File: config.mk
export PLATFORM = sky130hd
export DESIGN_NAME = bba_ram
export DESIGN_NICKNAME = d
export VERILOG_FILES = /design/src/bba_ram.sv
export SDC_FILE = /design/constraint.sdc
export NUM_CORES = 2
export LEC_CHECK = 0
export BUFFER_PORTS_ARGS = -buffer_cell sky130_fd_sc_hd__buf_2
export CAP_MARGIN = 20
export CORE_ASPECT_RATIO = 1.5
export CORE_MARGIN = 4
export CORE_UTILIZATION = 45
export DETAILED_ROUTE_END_ITERATION = 8
export PLACE_DENSITY = 0.66
export RECOVER_POWER = 100
export SLEW_MARGIN = 20
export SYNTH_ARGS = -nofsm -noshare
export SYNTH_HDL_FRONTEND = slang
export SYNTH_SLANG_ARGS = --single-unit
export TNS_END_PERCENT = 30
File: constraint.sdc
create_clock -name clk -period 7.2 [get_ports clk]
set_input_delay 0.72 -clock clk [delete_from_list [all_inputs] [get_ports clk]]
set_output_delay 0.72 -clock clk [all_outputs]
set_load 0.02 [all_outputs]
File: src/bba_ram.sv
// Generic single-write, single-read RAM with registered read data.
module bba_ram #(
  parameter int WIDTH = 64,
  parameter int DEPTH = 64
) (
  input  logic                                 clk,
  input  logic                                 we,
  input  logic [(DEPTH > 1 ? $clog2(DEPTH) : 1)-1:0] waddr,
  input  logic [WIDTH-1:0]                     wdata,
  input  logic [(DEPTH > 1 ? $clog2(DEPTH) : 1)-1:0] raddr,
  output logic [WIDTH-1:0]                     rdata
);
  logic [WIDTH-1:0] mem [DEPTH];

  always_ff @(posedge clk) begin
    if (we) begin
      mem[waddr] <= wdata;
    end
    rdata <= mem[raddr];
  end
endmodule

==> impl_metrics.toml <==
[outcome]
outcome = "finished, violations left"
violations = "max-capacitance violations, max-slew violations"

[route]
dr.pass1.iters = 7
viasPerCell = 6.361
num_vias = 74740
drcViolationCount = 0
drtIter0Drc = 9667
antenna_left = 0
wl_mm = 425.9
wl_per_cell_um = 36.25

[power_and_ir_drop]
p_sw_w = 0.01028
switching_share_pct = 21.10
seqPwrFrac_pct = 55.4
pwr-share-comb_pct = 4.7
p_leak_nw = 53.25
p_int_w = 0.03842
peakVddDrop_uv = 222.1
power_density_nw_per_um2 = 279.4
p_clk_share_pct = 39.9

[die]
rows = 264
io_pins = 142
die-width_um = 489.3
die_height_um = 729.9
core_area_sq_um = 345200
die-area_sq_um = 357100
initial_core_util_pct = 45.29

[hold_path]
min_from = "wdata[57]"
hold_path.class = "primary input to flop"

[critical_path]
cp_top_family = "buffers and inverters"
cpMaxStageDelayCell = "clkbuf_1"
startpoint_type = "primary input"
path_common_cell = "clkbuf_1"
cp-end-kind = "flop"
crit_buf_inv = 2
crit_fanout = 30
cpPeakStageDelay_ps = 2320
path_cells = "clkbuf_1, nor2b_1, nand2_1, nor2_1, clkbuf_1"
rr_startpoint = "mem[11][12]$_DFFE_PP_"
crit_type = "primary input to flop"
arrival_ps = 5730
crit_start = "waddr[0]"
cp_data_required_time_ps = 7610

[synthesis]
yosysUniqueCellTypes = 33
syn_area_per_cell_sq_um = 23.70
synth_common_cells = "edfxtp_1 (4096), mux4_2 (1024), buf_2 (170)"
synth.most_common_cell = "edfxtp_1"
synth_largest_area_cell = "edfxtp_1"
yosysWarnings = 0
ys_ff_latch = 4160
yosys-top-cells-area = "edfxtp_1 (79%), mux4_2 (15%), mux2i_1 (0.86%)"
syn_area_sq_um = 156300
syn-num-nets = 6676
seq_area_frac_synth_pct = 79.49
synth.top_cell.area_share_pct = 78.67
synthCells = 6598
synth_ff_type = "edfxtp_1"
async_reset_ff_share_pct = 0
synth-edff-count = 4096

[sta]
drv_slew = 6878
period_minus_slack_ps = 5321
rsz0062_at_grt = "no"
fin_setup_tns_ps = 0
hold_ws_ps = 370.8
finalCritPeriodShare_pct = 73.90
skew_ps = 42.28
max_freq_mhz = 187.9
slew_headroom_pct = -192.6
hold_viol_final = 0
tightestPinTransition_ps = 4389
finalSetupViolCount = 0

[clocking]
cts-buffers-inserted = 364
cts_max_path_buffers = 4
cts-resized-gates = 0
root_buffer = "clkbuf_16"
path_clk_slew_ps = 70
postCtsSetupRepairBufs = 0
cts_tree = "yes"
clkLatencyLatePin_ps = 910
cts_sinks = 4160
cts.hold.buffers_added = 0
cts.htree.levels = 5

[place]
dp_hpwl_mm = 227.5
dpl.cell_count = 11080
place_area_sq_um = 163700
port_buffers = 141
gp_congestion = 0.7932

[layout]
final_nets = 7010
n_fill_cell = 26420
area_delta_synth_final_pct = 11.49
final_layout_size_suffix_gt1_share_pct = 23.86
instances_no_fill = 11750
final_cell_area_sq_um = 174300

[global_route]
gr-total-overflow = 0
track_usage_pct = 23.79
grt_pass1_vias = 76860
grt_max_degree = 127
antenna_found_initial = 28
grt_pass1_wl_mm = 598.3

[job]
drv_cap = 180
-- state kept, by name, summed over array words and instances (netlist names) --
signal and count:
mem 4096, rdata 64
-- cells by family (layout without fill, tap and decap cells) --
group | Yosys count | after routing | share of synthesized area [%]
flops | 4160 | 4160 | 79.49
mux | 1159 | 1159 | 15.61
compound gates | 504 | 504 | 2.477
buf+inv | 389 | 1001 | 1.180
simple gates | 386 | 386 | 1.240
other cells | 0 | 18 | 0
-- placed cells by master (no fill, tap or decap), types with 18 or more instances in the layout --
cell type   count
inv_1          19
o22ai_1        83
clkbuf_1      296
a41oi_1        26
a211oi_1       62
a22o_1         88
bufinv_16      30
o221ai_1       38
clkinvlp_4     19
nand3_1        45
buf_12         42
dfxtp_1        64
mux2i_1       135
clkinv_2       59
nand2_1        55
a31oi_1        18
a22oi_1       168
buf_4          65
mux4_2       1024
a2bb2oi_1      19
nor2b_1        24
nor2_1         98
diode_2        18
clkinv_1       48
or2_2          28
and3_1         64
edfxtp_1     4096
or3_1          29
clkbuf_16     372
-- routing by layer --
| layer | global-route usage [%] | vias up | share of wire [%] |
|---|---|---|---|
| met3 | 3.864 | 889 | 8.6 |
| li1 | - | 29080 | - |
| met2 | 40.75 | 4081 | 51 |
| met5 | 0 | - | 0.023 |
| met4 | 9.943 | 14 | 4.9 |
| met1 | 30.30 | 40670 | 35 |
-- cell type report --
type,count,area [sq um],area share (%)
antenna,18,45.04,0.02584
sequential,4160,124300,71.30
timing repair buffer,338,2236,1.283
clock buffer,469,9833,5.641
clock inverter,175,1790,1.027
multi-input combinational,2049,30400,17.44
inverter,19,71.32,0.04091
tap,4522,5658,3.246
-- stage by stage --
step	worst slack [ps]	utilization, %	power [W]
2_1_floorplan	1044	-	0.02869
5_1_grt	1990	50.49	0.05007
3_3_place_gp	2788	47.36	0.02972
3_5_place_dp	3073	47.41	0.02978
4_1_cts	4051	50.78	0.04894
6_report	1879	50.50	0.04870
-- power by group through the flow --
stage | sequential [W] | combinational, W | clock (W)
2_1_floorplan | 0.0274 | 0.00125 | 0
3_3_place_gp | 0.0274 | 0.00228 | 0
3_5_place_dp | 0.0275 | 0.00232 | 0
4_1_cts | 0.0269 | 0.00233 | 0.0197
5_1_grt | 0.0270 | 0.00242 | 0.0207
6_report | 0.0270 | 0.00228 | 0.0195
-- final timing paths --
check                     endpoint  cells past startpoint  slack, ps
max          mem[60][56]$_DFFE_PP_                      5       1880
min          mem[19][57]$_DFFE_PP_                      1        370
max reg2reg      rdata[12]$_DFF_P_                      5       4940
min reg2reg       rdata[2]$_DFF_P_                      4        840
No activity file was read; power rests on OpenSTA's default activity.
