===== config.mk =====
export PLATFORM = sky130hd
export DESIGN_NAME = bba_find
export DESIGN_NICKNAME = d
export VERILOG_FILES = /design/src/bba_pkg.sv /design/src/bba_find.sv
export SDC_FILE = /design/constraint.sdc
export NUM_CORES = 1
export LEC_CHECK = 0
export ABC_AREA = 1
export BUFFER_PORTS_ARGS = -buffer_cell sky130_fd_sc_hd__buf_2
export CORE_MARGIN = 4
export CORE_UTILIZATION = 48
export DETAILED_ROUTE_END_ITERATION = 8
export GPL_TIMING_DRIVEN = 1
export PLACE_DENSITY_LB_ADDON = 0.2
export SYNTH_ARGS = -nofsm -noshare
export SYNTH_HDL_FRONTEND = slang
export SYNTH_SLANG_ARGS = --single-unit

===== constraint.sdc =====
create_clock -name vclk -period 5.25
set_clock_uncertainty 0.2 [all_clocks]
set_input_delay 1.05 -clock vclk [all_inputs]
set_output_delay 1.05 -clock vclk [all_outputs]
set_load 0.005 [all_outputs]

===== src/bba_pkg.sv =====
// Package: types, codes and defaults of the bitmap block allocator.
package bba_pkg;

  localparam int MAX_BLOCKS_DEF = 4096;
  localparam int WORD_BITS_DEF  = 64;

  localparam int IDX_W     = 12;
  localparam int BLK_W     = 13;
  localparam int CFG_W     = 13;
  localparam int CFG_IDX_W = 1;

  localparam logic [CFG_W-1:0] TOTAL_RESET = 13'd4096;
  localparam logic [CFG_W-1:0] FIRST_RESET = 13'd0;

  localparam logic [CFG_IDX_W-1:0] REG_TOTAL = 1'd0;
  localparam logic [CFG_IDX_W-1:0] REG_FIRST = 1'd1;

  localparam logic KIND_ALLOC = 1'b0;
  localparam logic KIND_FREE  = 1'b1;

  typedef enum logic [1:0] {
    ST_OK      = 2'd0,
    ST_NOSPACE = 2'd1,
    ST_DOUBLE  = 2'd2,
    ST_RANGE   = 2'd3
  } status_t;

  typedef enum logic [1:0] {
    S_IDLE = 2'd0,
    S_SCAN = 2'd1,
    S_FREE = 2'd2
  } state_t;

endpackage


===== src/bba_find.sv =====
// Lowest-free-bit finder over one bitmap word, with data-region edge masks.
module bba_find #(
  parameter int WORD_BITS = bba_pkg::WORD_BITS_DEF
) (
  input  logic [WORD_BITS-1:0]         word,
  input  logic                         lo_en,
  input  logic [$clog2(WORD_BITS)-1:0] lo_off,
  input  logic                         hi_en,
  input  logic [$clog2(WORD_BITS)-1:0] hi_off,
  output logic                         found,
  output logic [$clog2(WORD_BITS)-1:0] pos
);
  localparam int OB = $clog2(WORD_BITS);

  logic [WORD_BITS-1:0] lo_mask;
  logic [WORD_BITS-1:0] hi_mask;
  logic [WORD_BITS-1:0] used_bits;

  // Treat bits below the first data block and past the scan limit as used.
  assign lo_mask   = lo_en ? ~({WORD_BITS{1'b1}} << lo_off) : '0;
  assign hi_mask   = hi_en ? (({WORD_BITS{1'b1}} << hi_off) << 1) : '0;
  assign used_bits = word | lo_mask | hi_mask;

  always_comb begin
    found = 1'b0;
    pos   = '0;
    for (int i = WORD_BITS - 1; i >= 0; i--) begin
      if (!used_bits[i]) begin
        found = 1'b1;
        pos   = OB'(i);
      end
    end
  end
endmodule


==> impl_metrics.json <==
{
  "stdcell_area_um2": 4005,
  "clkbuf_count": 0,
  "cpMaxStageDelayCell": "nor2_2",
  "p_leak_nw": 2.273,
  "first_iter_violations": 672,
  "comb_power_share_pct": 100.0,
  "fin_crit_sh_pct": 112.4,
  "layout_setup_ws_ns": -0.6524,
  "setup_violations": 3,
  "max-vdd-ir-drop_mv": 0.06787,
  "startpoint": "lo_off[1]",
  "holdCritStartpoint": "word[0]",
  "cp_data_required_time_ns": 4.00,
  "drv_slew": 0,
  "core_area_um2": 4755,
  "p_per_area_nw_per_um2": 101.1,
  "crit_buf_inv": 3,
  "hold_viol_final": 0,
  "max_slew_margin_pct": 60.34,
  "vias": 4526,
  "gp_congestion": 1.087,
  "drc": 0,
  "critPathMaxStageDelay_ns": 0.18,
  "die_x_um": 78.19,
  "grt_max_degree": 18,
  "regArea_um2": 0,
  "fp-row-count": 25,
  "status": "finished with violations",
  "first_pass_iters": 9,
  "grt_antenna_before_repair": 0,
  "total_power_w": 0.0004049,
  "die_height_um": 78.19,
  "final_cell_mix": "buf_4, nand2_1, nor2_1, inv_1, buf_2",
  "grt.overflow.total": 0,
  "placed_cell_area_um2": 3600,
  "min_path_type": "input port to output pin",
  "tightest_slew_ns": 0.5800,
  "period_needed_ns": 5.902,
  "p_int_w": 0.0001747,
  "switching_power_w": 0.0002302,
  "rsz0062_at_grt": "yes",
  "synth_cell_types": 44,
  "crit_arrival_ns": 4.65,
  "grt_pass1_vias": 4274,
  "post_synth.cell_area_avg_um2": 4.655,
  "crit_fanout": 4,
  "fin_nets": 790,
  "via_per_inst": 5.825,
  "num_antenna_cells": 0,
  "num-fill-cells": 327,
  "cap_violations": 0,
  "layout.cells.most_common": "buf_4",
  "cp_common_cell": "nand2_1",
  "drt-total-wl_um": 13630,
  "max_freq_mhz": 169.4,
  "ys_seq_area_share_pct": 0,
  "io_pins": 85,
  "end_kind": "output pin",
  "cp-start-kind": "input port",
  "pwr-share-seq_pct": 0,
  "die-area_um2": 6114,
  "critPathKind": "input port to output pin",
  "hold_depth": 5,
  "fin_util_pct": 84.24,
  "final_antenna_net_count": 0,
  "initial_utilization_pct": 49.74,
  "hold_end": "pos[0]",
  "violations": "negative setup slack",
  "clkPwrFrac_pct": 0,
  "netlist_area_um2": 2365,
  "synthToLayoutAreaGrowth_pct": 69.37,
  "port_buffers": 85,
  "drive_gt1_share_pct": 37.18,
  "wl_per_cell_um": 17.55,
  "sw_frac_of_total_pct": 56.86,
  "design.seq.count": 0,
  "grt_pass1_wl_um": 20070,
  "cts-hold-fix-buffers": 0,
  "ys_warn_count": 0,
  "multi_input_area_um2": 2074,
  "netlist_instances": 508,
  "critical-path-top-delay-family": "simple AND/OR/NAND/NOR gates",
  "dp_hpwl_um": 10380,
  "grt_use_total_pct": 41.15,
  "syn_nets": 586
}
==> power groups by stage <==
stage	clock network (W)	logic, W	registers (W)
after CTS	0	0.000369	0
after global routing	0	0.000437	0
after floorplan	0	0.000189	0
after detailed placement	0	0.000344	0
after global placement	0	0.000339	0
final	0	0.000405	0
==> metrics by stage <==
stage | hold WS (ns) | setup TNS [ns] | setup slack [ns] | std cells
4_1_cts | 2.336 | -0.6449 | -0.3338 | 773
3_3_place_gp | 2.319 | -0.4352 | -0.4248 | 754
6_report | 2.330 | -1.166 | -0.6524 | 777
3_5_place_dp | 2.332 | -0.6082 | -0.4940 | 754
5_1_grt | 2.351 | -2.234 | -1.134 | 777
2_1_floorplan | 2.131 | 0 | 0.07261 | 508
==> worst max-delay path by stage <==
stage,end,slack (ns),depth (start not counted)
2_1_floorplan,pos[0],0.07,57
3_3_place_gp,pos[0],-0.42,58
3_5_place_dp,pos[0],-0.49,58
4_1_cts,pos[0],-0.33,58
5_1_grt,pos[0],-1.13,58
6_report,pos[0],-0.65,56
==> cell type report <==
type,instances,share of cell area (%)
Timing Repair Buffer,214,37.02
Multi-Input combinational cell,401,51.80
Inverter,95,9.091
Tap cell,67,2.093
==> synth_stat cells (4+ instances only) <==
cell type | number | area [µm²]
inv_2 | 7 | 26.28
o21a_1 | 8 | 60.06
a31oi_1 | 8 | 50.05
nor4_1 | 10 | 62.56
nand3_1 | 17 | 85.08
buf_4 | 6 | 45.04
nand4_1 | 4 | 25.02
inv_1 | 85 | 319.1
nand2_2 | 4 | 25.02
nor3_1 | 21 | 105.1
o211ai_1 | 6 | 45.04
nand2_1 | 130 | 488.0
a211oi_1 | 7 | 52.55
o21ai_0 | 27 | 135.1
clkbuf_1 | 4 | 15.01
a21oi_1 | 29 | 145.1
a2111oi_0 | 4 | 35.03
nor2_1 | 95 | 356.6
==> cell families (layout without fill, tap and decap cells) <==
logic type,Yosys count,count (layout),synth area share (%)
AOI/OAI and AO/OA,106,106,28.89
and+or+nand+nor,295,295,52.96
buffers and inverters,107,309,18.15
==> per-layer routing <==
layer	up-vias	track usage, %	share of wire, %
li1	2070	-	-
met1	1961	48.15	35
met2	388	70.29	45
met3	107	8.830	14
met4	0	20.98	6.6
met5	-	0	0
==> what timing repair did <==
item	in CTS	in global routing
resized for setup	48	22
setup buffers	19	4
hold endpoints to repair	0	0
setup endpoints to repair	3	6
pin swaps	21	15
Note: power is estimated with default switching activity, not from simulation.
